===== config.mk =====
export PLATFORM = sky130hd
export DESIGN_NAME = biquad_direct_form_two_unit
export DESIGN_NICKNAME = d
export VERILOG_FILES = /design/src/hdl/bdf2_pkg.sv /design/src/hdl/bdf2_seq.sv /design/src/hdl/bdf2_dp.sv /design/src/hdl/biquad_direct_form_two_unit.sv
export SDC_FILE = /design/constraint.sdc
export NUM_CORES = 2
export LEC_CHECK = 0
export ABC_AREA = 1
export BUFFER_PORTS_ARGS = -buffer_cell sky130_fd_sc_hd__buf_2
export CAP_MARGIN = 20
export CELL_PAD_IN_SITES_DETAIL_PLACEMENT = 1
export CELL_PAD_IN_SITES_GLOBAL_PLACEMENT = 1
export CORE_ASPECT_RATIO = 1.1
export CORE_MARGIN = 2
export CORE_UTILIZATION = 35
export CTS_CLUSTER_DIAMETER = 30
export DETAILED_ROUTE_END_ITERATION = 12
export GPL_ROUTABILITY_DRIVEN = 0
export GPL_TIMING_DRIVEN = 0
export PLACE_DENSITY = 0.66
export SLEW_MARGIN = 40
export SYNTH_ARGS = -nofsm -noshare
export SYNTH_HDL_FRONTEND = slang
export SYNTH_HIERARCHICAL = 1
export SYNTH_SLANG_ARGS = --single-unit

===== constraint.sdc =====
create_clock -name i_clk -period 9.6 [get_ports i_clk]
set_input_delay 0 -clock i_clk [delete_from_list [all_inputs] [get_ports i_clk]]
set_output_delay 0 -clock i_clk [all_outputs]
set_load 0.02 [all_outputs]

===== src/hdl/bdf2_pkg.sv =====
// Package for the direct form II biquad: widths, register indexes,
// microcode word layout and the control struct between sequencer and datapath.
// No dependencies.
package bdf2_pkg;

    localparam int COEF_W             = 18;
    localparam int NUM_COEFS          = 5;
    localparam int COEF_B0_RESET      = 16384;
    localparam int DEF_SAMPLE_WIDTH   = 16;
    localparam int DEF_STATE_WIDTH    = 24;
    localparam int DEF_COEF_FRAC_BITS = 14;
    localparam int APB_AW             = 5;
    localparam int APB_DW             = 32;
    localparam int NUM_STEPS          = 8;
    localparam int STEP_W             = 3;

    // Register indexes, also used to select the multiplier coefficient.
    typedef enum logic [2:0] {
        COEF_B0 = 3'd0,
        COEF_B1 = 3'd1,
        COEF_B2 = 3'd2,
        COEF_A1 = 3'd3,
        COEF_A2 = 3'd4
    } t_coef_idx;

    typedef enum logic [1:0] {
        DS_W1,
        DS_W2,
        DS_W
    } t_dsel;

    typedef enum logic [2:0] {
        OP_INIT_X,
        OP_LOAD_P,
        OP_ADD_P,
        OP_SUB_P,
        OP_ROUND_W,
        OP_ROUND_Y
    } t_acc_op;

    typedef enum logic [1:0] {
        WT_NONE,
        WT_IN,
        WT_OUT
    } t_wait;

    typedef struct packed {
        t_coef_idx          coef_sel;
        t_dsel              data_sel;
        t_acc_op            acc_op;
        t_wait              wait_on;
        logic [STEP_W-1:0]  next_step;
    } t_uop;

    typedef struct packed {
        t_coef_idx  coef_sel;
        t_dsel      data_sel;
        t_acc_op    acc_op;
        logic       fire;
    } t_dp_ctrl;

    typedef logic [NUM_COEFS-1:0][COEF_W-1:0] t_coef_bank;

endpackage


===== src/hdl/bdf2_seq.sv =====
// Microcode sequencer for the biquad: step counter, program table and wait logic.
// Depends on bdf2_pkg.
module bdf2_seq (
    input  logic                i_clk,
    input  logic                i_rst_n,
    input  logic                i_in_valid,
    input  logic                i_out_free,
    output logic                o_in_ready,
    output logic                o_load_out,
    output bdf2_pkg::t_dp_ctrl  o_ctrl
);
    import bdf2_pkg::*;

    // Multiplier result lands one step after its operands are selected.
    localparam t_uop UCODE [NUM_STEPS] = '{
        '{COEF_A1, DS_W1, OP_INIT_X,  WT_IN,   STEP_W'(1)},
        '{COEF_A2, DS_W2, OP_SUB_P,   WT_NONE, STEP_W'(2)},
        '{COEF_B1, DS_W1, OP_SUB_P,   WT_NONE, STEP_W'(3)},
        '{COEF_B1, DS_W1, OP_ROUND_W, WT_NONE, STEP_W'(4)},
        '{COEF_B2, DS_W2, OP_LOAD_P,  WT_NONE, STEP_W'(5)},
        '{COEF_B0, DS_W,  OP_ADD_P,   WT_NONE, STEP_W'(6)},
        '{COEF_B0, DS_W,  OP_ADD_P,   WT_NONE, STEP_W'(7)},
        '{COEF_B0, DS_W,  OP_ROUND_Y, WT_OUT,  STEP_W'(0)}
    };

    logic [STEP_W-1:0] r_step;
    logic [STEP_W-1:0] n_step;
    t_uop              uop;
    logic              fire;

    always_comb begin
        uop = UCODE[r_step];
        unique case (uop.wait_on)
            WT_NONE: fire = 1'b1;
            WT_IN:   fire = i_in_valid;
            WT_OUT:  fire = i_out_free;
            default: fire = 1'b0;
        endcase
        // hold the step until its wait condition clears
        n_step = fire ? uop.next_step : r_step;
    end

    always_ff @(posedge i_clk) begin
        if (!i_rst_n) begin
            r_step <= '0;
        end else begin
            r_step <= n_step;
        end
    end

    assign o_in_ready      = (uop.wait_on == WT_IN);
    assign o_load_out      = fire && (uop.acc_op == OP_ROUND_Y);
    assign o_ctrl.coef_sel = uop.coef_sel;
    assign o_ctrl.data_sel = uop.data_sel;
    assign o_ctrl.acc_op   = uop.acc_op;
    assign o_ctrl.fire     = fire;

endmodule


===== src/hdl/bdf2_dp.sv =====
// Biquad datapath: shared coefficient multiplier, accumulator, round and
// saturate, and the two delay registers. Depends on bdf2_pkg.
module bdf2_dp #(
    parameter int SAMPLE_WIDTH   = bdf2_pkg::DEF_SAMPLE_WIDTH,
    parameter int STATE_WIDTH    = bdf2_pkg::DEF_STATE_WIDTH,
    parameter int COEF_FRAC_BITS = bdf2_pkg::DEF_COEF_FRAC_BITS
) (
    input  logic                           i_clk,
    input  logic                           i_rst_n,
    input  bdf2_pkg::t_dp_ctrl             i_ctrl,
    input  bdf2_pkg::t_coef_bank           i_coefs,
    input  logic signed [SAMPLE_WIDTH-1:0] i_sample_in,
    output logic signed [SAMPLE_WIDTH-1:0] o_y,
    output logic                           o_clip
);
    import bdf2_pkg::*;

    localparam int PROD_W = COEF_W + STATE_WIDTH;
    localparam int X_W    = SAMPLE_WIDTH + COEF_FRAC_BITS;
    localparam int WF_W   = STATE_WIDTH + COEF_FRAC_BITS;
    localparam int MAX_A  = (PROD_W > X_W) ? PROD_W : X_W;
    localparam int MAX_B  = (MAX_A > WF_W) ? MAX_A : WF_W;
    localparam int ACC_W  = MAX_B + 2;
    localparam int RND_W  = ACC_W - COEF_FRAC_BITS;

    localparam logic signed [ACC_W-1:0] HALF =
        {{(ACC_W-COEF_FRAC_BITS){1'b0}}, 1'b1, {(COEF_FRAC_BITS-1){1'b0}}};
    localparam logic signed [RND_W-1:0] W_MAX =
        {{(RND_W-STATE_WIDTH+1){1'b0}}, {(STATE_WIDTH-1){1'b1}}};
    localparam logic signed [RND_W-1:0] W_MIN = ~W_MAX;
    localparam logic signed [RND_W-1:0] Y_MAX =
        {{(RND_W-SAMPLE_WIDTH+1){1'b0}}, {(SAMPLE_WIDTH-1){1'b1}}};
    localparam logic signed [RND_W-1:0] Y_MIN = ~Y_MAX;

    logic signed [COEF_W-1:0]      mul_a;
    logic signed [STATE_WIDTH-1:0] mul_b;
    logic signed [PROD_W-1:0]      prod;
    logic signed [PROD_W-1:0]      r_prod;
    logic signed [ACC_W-1:0]       r_acc;
    logic signed [ACC_W-1:0]       prod_ext;
    logic signed [ACC_W-1:0]       x_ext;
    logic signed [ACC_W-1:0]       acc_half;
    logic signed [RND_W-1:0]       rnd;
    logic signed [STATE_WIDTH-1:0] r_w;
    logic signed [STATE_WIDTH-1:0] r_w1;
    logic signed [STATE_WIDTH-1:0] r_w2;
    logic signed [STATE_WIDTH-1:0] w_sat;
    logic                          r_clip_w;
    logic                          w_hi;
    logic                          w_lo;
    logic                          y_hi;
    logic                          y_lo;

    always_comb begin
        mul_a = i_coefs[i_ctrl.coef_sel];
        case (i_ctrl.data_sel)
            DS_W1:   mul_b = r_w1;
            DS_W2:   mul_b = r_w2;
            DS_W:    mul_b = r_w;
            default: mul_b = r_w;
        endcase
    end

    assign prod     = mul_a * mul_b;
    assign prod_ext = {{(ACC_W-PROD_W){r_prod[PROD_W-1]}}, r_prod};
    assign x_ext    = {{(ACC_W-X_W){i_sample_in[SAMPLE_WIDTH-1]}}, i_sample_in,
                       {COEF_FRAC_BITS{1'b0}}};

    // round half up: add half an LSB, keep the high part (floor)
    assign acc_half = r_acc + HALF;
    assign rnd      = acc_half[ACC_W-1:COEF_FRAC_BITS];

    assign w_hi  = (rnd > W_MAX);
    assign w_lo  = (rnd < W_MIN);
    assign w_sat = w_hi ? W_MAX[STATE_WIDTH-1:0] :
                   w_lo ? W_MIN[STATE_WIDTH-1:0] : rnd[STATE_WIDTH-1:0];

    assign y_hi  = (rnd > Y_MAX);
    assign y_lo  = (rnd < Y_MIN);
    assign o_y   = y_hi ? Y_MAX[SAMPLE_WIDTH-1:0] :
                   y_lo ? Y_MIN[SAMPLE_WIDTH-1:0] : rnd[SAMPLE_WIDTH-1:0];
    assign o_clip = r_clip_w | y_hi | y_lo;

    always_ff @(posedge i_clk) begin
        r_prod <= prod;
        if (i_ctrl.fire) begin
            case (i_ctrl.acc_op)
                OP_INIT_X:  r_acc <= x_ext;
                OP_LOAD_P:  r_acc <= prod_ext;
                OP_ADD_P:   r_acc <= r_acc + prod_ext;
                OP_SUB_P:   r_acc <= r_acc - prod_ext;
                OP_ROUND_W: begin
                    r_w      <= w_sat;
                    r_clip_w <= w_hi | w_lo;
                end
                default: begin
                end
            endcase
        end
    end

    always_ff @(posedge i_clk) begin
        if (!i_rst_n) begin
            r_w1 <= '0;
            r_w2 <= '0;
        end else if (i_ctrl.fire && (i_ctrl.acc_op == OP_ROUND_Y)) begin
            // advance the delay line
            r_w2 <= r_w1;
            r_w1 <= r_w;
        end
    end

endmodule


===== src/hdl/biquad_direct_form_two_unit.sv =====
// o_out_valid is registered and rises after the last step fires while the
// output register is free; a held result stalls the last step until it is taken.
// The eight-step microprogram runs all five products through one shared
// multiplier, and it takes a new sample only once it is back at its first step.
// A finished result waits in the output register while the next sample runs.
// Reset (synchronous, active low) clears both delays, the step counter and the
// output valid flag, and loads b0 = 1.0 (at the default 14 fraction bits), others zero.
module biquad_direct_form_two_unit #(
    parameter int SAMPLE_WIDTH   = bdf2_pkg::DEF_SAMPLE_WIDTH,
    parameter int STATE_WIDTH    = bdf2_pkg::DEF_STATE_WIDTH,
    parameter int COEF_FRAC_BITS = bdf2_pkg::DEF_COEF_FRAC_BITS
) (
    input  logic                           i_clk,
    input  logic                           i_rst_n,
    input  logic                           i_in_valid,
    output logic                           o_in_ready,
    input  logic signed [SAMPLE_WIDTH-1:0] i_sample_in,
    output logic                           o_out_valid,
    input  logic                           i_out_ready,
    output logic signed [SAMPLE_WIDTH-1:0] o_sample_out,
    output logic                           o_clipped,
    input  logic                           psel,
    input  logic                           penable,
    input  logic                           pwrite,
    input  logic [bdf2_pkg::APB_AW-1:0]    paddr,
    input  logic [bdf2_pkg::APB_DW-1:0]    pwdata,
    output logic [bdf2_pkg::APB_DW-1:0]    prdata,
    output logic                           pready
);
    import bdf2_pkg::*;

    t_coef_bank                     r_coefs;
    t_coef_idx                      reg_idx;
    logic                           idx_ok;
    logic                           cfg_wr;
    t_dp_ctrl                       ctrl;
    logic                           load_out;
    logic                           out_free;
    logic                           r_out_valid;
    logic signed [SAMPLE_WIDTH-1:0] r_sample_out;
    logic                           r_clipped;
    logic signed [SAMPLE_WIDTH-1:0] y;
    logic                           clip;

    assign reg_idx = t_coef_idx'(paddr[APB_AW-1:2]);
    assign idx_ok  = (32'(paddr[APB_AW-1:2]) < NUM_COEFS);
    assign cfg_wr  = psel && penable && pwrite && idx_ok;
    assign pready  = 1'b1;

    always_comb begin
        if (idx_ok) begin
            prdata = {{(APB_DW-COEF_W){r_coefs[reg_idx][COEF_W-1]}}, r_coefs[reg_idx]};
        end else begin
            prdata = '0;
        end
    end

    always_ff @(posedge i_clk) begin
        if (!i_rst_n) begin
            // b0 sits in the lowest slot of the bank
            r_coefs <= {{((NUM_COEFS-1)*COEF_W){1'b0}}, COEF_W'(COEF_B0_RESET)};
        end else if (cfg_wr) begin
            r_coefs[reg_idx] <= pwdata[COEF_W-1:0];
        end
    end

    assign out_free = !r_out_valid || i_out_ready;

    bdf2_seq u_seq (
        .i_clk      (i_clk),
        .i_rst_n    (i_rst_n),
        .i_in_valid (i_in_valid),
        .i_out_free (out_free),
        .o_in_ready (o_in_ready),
        .o_load_out (load_out),
        .o_ctrl     (ctrl)
    );

    bdf2_dp #(
        .SAMPLE_WIDTH   (SAMPLE_WIDTH),
        .STATE_WIDTH    (STATE_WIDTH),
        .COEF_FRAC_BITS (COEF_FRAC_BITS)
    ) u_dp (
        .i_clk       (i_clk),
        .i_rst_n     (i_rst_n),
        .i_ctrl      (ctrl),
        .i_coefs     (r_coefs),
        .i_sample_in (i_sample_in),
        .o_y         (y),
        .o_clip      (clip)
    );

    always_ff @(posedge i_clk) begin
        if (!i_rst_n) begin
            r_out_valid <= 1'b0;
        end else if (load_out) begin
            r_out_valid <= 1'b1;
        end else if (i_out_ready) begin
            r_out_valid <= 1'b0;
        end
    end

    always_ff @(posedge i_clk) begin
        if (load_out) begin
            r_sample_out <= y;
            r_clipped    <= clip;
        end
    end

    assign o_out_valid  = r_out_valid;
    assign o_sample_out = r_sample_out;
    assign o_clipped    = r_clipped;

endmodule


## Word-level counts from Yosys, hierarchy flattened

Memory sizes are Yosys's and may differ from the RTL's.
Index checks and enable logic that the tools add are counted.

- Flip-flop bits (word level): 270
- Memories: 1
- Bits of input ports: 60
- Logic and storage cells: 72
- Output and inout bits: 52
- Bits in read-only memories: 104

- Bitwise logic cells: 4
- Mux-type cells: 17
- Multiply operators: 1
- Magnitude comparators: 9
- Eq/ne operators: 8
- Add/subtract/negate cells: 3
- Reductions and logical operators: 14

Memory list:

| name | words | width | read ports | clocked after Yosys merged registers in | wr ports | RTL line | source |
|---|---|---|---|---|---|---|---|
| (name not given) | 8 | 13 | 1 | 0 | 0 | bdf2_seq.sv:32 | `uop = UCODE[r_step];` |

Operators by type and width:

| kind | count |
|---|---|
| $pmux W44 S4 | 1 |
| $bmux W18 S3 | 2 |
| $bwmux W90 | 1 |
| $demux W18 S3 | 1 |
| $mux W18 | 3 |
| $pmux W24 S2 | 1 |
| $add A44 B15 Y44 const B | 1 |
| $add A44 B42 Y44 | 1 |
| $sub A44 B42 Y44 | 1 |
| $mul A18 B24 Y42 | 1 |
| $mux W32 | 1 |
| $gt A30 B16 Y1 const B | 1 |
| $gt A30 B24 Y1 const B | 1 |
| $lt A30 B16 Y1 const B | 1 |
| $lt A30 B24 Y1 const B | 1 |
| $mux W13 | 2 |
| $mux W24 | 1 |
| $mux W16 | 1 |
| $lt A3 B4 Y1 const B | 2 |
| $eq A3 B2 Y1 const B | 2 |
| $eq A3 B3 Y1 const B | 2 |
| $logic_and A1 B1 Y1 | 5 |
| $eq A2 B1 Y1 const B | 2 |
| $ge A4 B4 Y1 const B | 1 |
| other kinds (15) | 20 |

## Logic depth before layout (Yosys ltp)

- Depth in word-level cells: 8
- Gate-level depth with buffers: 38
- Mapped depth without buffers: 35

## Cells and area by module

The synthesis kept the hierarchy.

By module, submodules not included:

| module | cells each | sequential area each (um2) | area each (um2) | times used |
|---|---|---|---|---|
| bdf2_dp | 3852 | 3873.7 | 27781.6 | 1 |
| biquad_direct_form_two_unit | 737 | 2332.2 | 5092.4 | 1 |
| bdf2_seq | 48 | 60.1 | 349.1 | 1 |

## Least setup slack after synthesis

OpenSTA, ideal clock, no wires.

- Path kind: register -> register
- Start point: register u_seq.r_step[0]
- End point: register u_dp.r_prod[40]
- Clock period less this slack: 7061 ps
- Cell stages (with the launch flop): 32
- Library setup time: 72 ps
- Path buffers: 2
- Path slack: 2539 ps
- Data required time: 9528 ps
- Arrival: 6990 ps
- Path through: dfxtp_1 inv_1 ha_1 inv_1 a21oi_1 buf_4 nor2_1 a21oi_1 o21a_1 inv_1 clkbuf_1 nor2_1 fa_1 inv_1 fa_1 inv_1 ha_1 inv_1 fa_1 inv_1 fa_1 inv_1 fa_1 inv_1 ha_1 nand2_1 inv_1 nand3_1 nor4_1 nand3_1 nand3_1 xor2_1

RTL lines:

| element | RTL line | source |
|---|---|---|
| from (decl) | bdf2_seq.sv:26 | `logic [STEP_W-1:0] r_step;` |
| from (signal assigned) | bdf2_seq.sv:47 | `r_step <= n_step;` |
| to (signal assigned) | bdf2_dp.sv:85 | `r_prod <= prod;` |
| to (decl) | bdf2_dp.sv:38 | `logic signed [PROD_W-1:0] r_prod;` |

==> results.sh <==
export IMPL_core_area_um2=94000
export IMPL_critPathArrivalTime_ns=9.61
export IMPL_drc=0
export IMPL_initial_core_util_pct=35.3
export IMPL_setup_ws_ns=0.488
export IMPL_clk_pin_slew_ns=0.04
export IMPL_cts_tree="done"
export IMPL_pin_count=112
export IMPL_grt_max_degree=21
export IMPL_finalCritPeriodShare_pct=94.9
export IMPL_maxCapViolCount=0
export IMPL_netlist_instances=4637
export IMPL_drt_total_wl_um=133000
export IMPL_place_ws_ns=0.00823
export IMPL_synth_top_area_share_pct=25.7
export IMPL_ys_types=50
export IMPL_min_period_ns=9.11
export IMPL_clockBufferDepth=3
export IMPL_instances_no_fill=6192
export IMPL_wl_per_cell_um=21.4
export IMPL_cts_inserted_buffers=81
export IMPL_synth_ff_type="dfxtp_1"
export IMPL_ys_seq_elements=270
export IMPL_syn_to_final_growth_pct=16.0
export IMPL_yosysTopAreaCell="fa_1"
export IMPL_endpoint_kind="flop"
export IMPL_avgViaCountPerCell=5.07
export IMPL_timing_fmax_ghz=0.110
export IMPL_worstPathMaxFanout=10
export IMPL_worst_slew_pin_slew_ns=0.886
export IMPL_drtIter0Drc=1845
export IMPL_antenna_found_initial=1
export IMPL_drive_gt1_share_pct=7.65
export IMPL_outcome="finished, final reports clean"
export IMPL_cts_sinks=270
export IMPL_core_rowCount=118
export IMPL_hold_class="in2reg"
export IMPL_vias=31400
export IMPL_rsz0062_at_grt="no"
export IMPL_synth_fp_nets=5277
export IMPL_critPathRequiredTime_ns=10.10
export IMPL_grt_ovfl_total=0
export IMPL_place_hpwl_um=110000
export IMPL_fin_skew_ns=0.0482
export IMPL_hold_violations=0
export IMPL_yosysMostFrequentCell="nand2_1"
export IMPL_drt_pass1_iter_count=5
export IMPL_syn_area_um2=33200
export IMPL_grt_pass1_vias=34000
export IMPL_relSlewSlack_pct=40.9
export IMPL_die_h_um=327
export IMPL_synth_area_leaders="fa_1 (26%), nand2_1 (13%), dfxtp_1 (11%)"
export IMPL_die_w_um=298
export IMPL_setup_viol=0
export IMPL_synthArstFlopShare_pct=0
export IMPL_antenna_left=0
export IMPL_fill_cells=11900
export IMPL_cts_setup_buffers=0
export IMPL_critPathLaunchType="flop"
export IMPL_synth_edf_count=86
export IMPL_die_area_um2=97400
export IMPL_fin_nets=5502
export IMPL_rrSetupSlack_ns=0.49
export IMPL_final_util_pct=41.0
export IMPL_worstSkewPairLatency_ns=0.67
export IMPL_h_tree_depth=3
export IMPL_drv_slew=0
export IMPL_root_buffer="clkbuf_16"
export IMPL_synth_seq_area_share_pct=18.9
export IMPL_yosysWarnings=6
export IMPL_grt_pass1_wl_um=202000
export IMPL_tns_ns=0
export IMPL_dpl_cell_count=5996
export IMPL_numPortBuffers=92
export IMPL_grt_util_all_layers_pct=27.3
export IMPL_worstSetupPathType="reg2reg"
export IMPL_synthTopCellsByCount="nand2_1 (1157), inv_1 (868), nor2_1 (643)"
export IMPL_synth_area_per_cell_um2=7.16
## through the flow
step                area, µm²  hold slack (ns)
CTS                     38500           0.0314
finish                  38500           0.0521
global route            38500           0.0658
detailed placement      35400            0.241
global placement        35300            0.239
floorplan               33200            0.121
## area by class of cell
| class | count | area [µm²] | share of cell area (%) |
|---|---|---|---|
| multi-input combinational | 3309 | 22800 | 59.2 |
| sequential | 270 | 6270 | 16.3 |
| inverter | 881 | 3310 | 8.58 |
| clock buffer | 106 | 2200 | 5.71 |
| tap | 1260 | 1580 | 4.09 |
| timing repair buffer | 142 | 983 | 2.55 |
| buffer | 177 | 895 | 2.32 |
| clock inverter | 46 | 507 | 1.31 |
| antenna | 1 | 2.50 | 0.00649 |
## cell usage in the layout, fill, tap and decap left out, types with 75 or more instances in the layout
cell,netlist,layout
a21oi_1,236,236
buf_2,45,137
clkbuf_1,81,91
clkbuf_16,0,81
dfxtp_1,184,184
edfxtp_1,86,86
fa_1,426,425
ha_1,154,153
inv_1,868,868
nand2_1,1157,1157
nand3_1,201,201
nor2_1,643,639
o21ai_0,160,160
xor2_1,75,75
## sequential cells by signal (all words and copies together), names as in the netlist
signal	count
r_coefs	90
u_dp/r_acc	44
u_dp/r_prod	42
u_dp/r_w1	24
u_dp/r_w2	24
u_dp/r_w	24
o_sample_out	16
u_seq/r_step	3
o_clipped	1
o_out_valid	1
u_dp/r_clip_w	1
## per-layer routing
metal / GRT usage (%) / share of wire [%] / up-vias
met5: 0 / 0 / -
met4: 12.0 / 4.4 / 0
met3: 3.81 / 5.0 / 282
met2: 48.0 / 49 / 818
met1: 33.3 / 42 / 15700
li1: - / - / 14600
## path summary, 6_finish.rpt
kind	endpoint	from	depth (start not counted)
setup / recovery	u_dp/r_prod[40]$_DFF_P_	u_seq/r_step[0]$_SDFFE_PN0P_	27
hold / removal	r_coefs[40]$_SDFFE_PN0P_	penable	5
setup reg to reg	u_dp/r_prod[40]$_DFF_P_	u_seq/r_step[0]$_SDFFE_PN0P_	27
hold reg to reg	u_dp/r_w2[22]$_SDFFE_PN0P_	u_dp/r_w1[22]$_SDFFE_PN0P_	2
## critical path, cell delays in order (launching register included)
cell      delay (ns)
dfxtp_1         0.41
inv_1           0.11
ha_1            0.27
buf_4           0.16
clkinv_1        0.22
clkbuf_1        0.62
a32o_1          0.30
nand2_1         0.06
nand2_1         0.52
clkinv_1        0.66
nand2_1         0.27
fa_1            0.42
inv_1           0.09
fa_1            0.46
fa_1            0.56
inv_1           0.06
fa_1            0.52
fa_1            0.53
fa_1            0.55
inv_1           0.09
ha_1            0.42
a21oi_1         0.33
nor2_1          0.09
a211oi_1        0.40
o21ai_0         0.18
a21oi_1         0.34
nand3_1         0.14
xor2_1          0.17
## what timing repair did
item | in CTS | in global routing
endpoints found under the setup margin | 1 | 3
hold buffers | 43 | 0
resized for setup | 1 | 15
endpoints found under the hold margin | 114 | 0
## kinds of logic (layout without fill, tap and decap cells)
logic type | after synthesis | count (layout) | share of synthesized area, %
buf+inv | 1058 | 1352 | 12.6
flops | 270 | 270 | 18.9
simple gates | 2127 | 2127 | 25.9
fa+ha+maj | 580 | 580 | 31.5
other cells | 1 | 2 | 0.0113
compound gates | 501 | 501 | 8.49
xor+xnor | 100 | 100 | 2.64
Power is not shown: default switching activity piles up to over one toggle a cycle in this logic, so the estimate is an artifact.
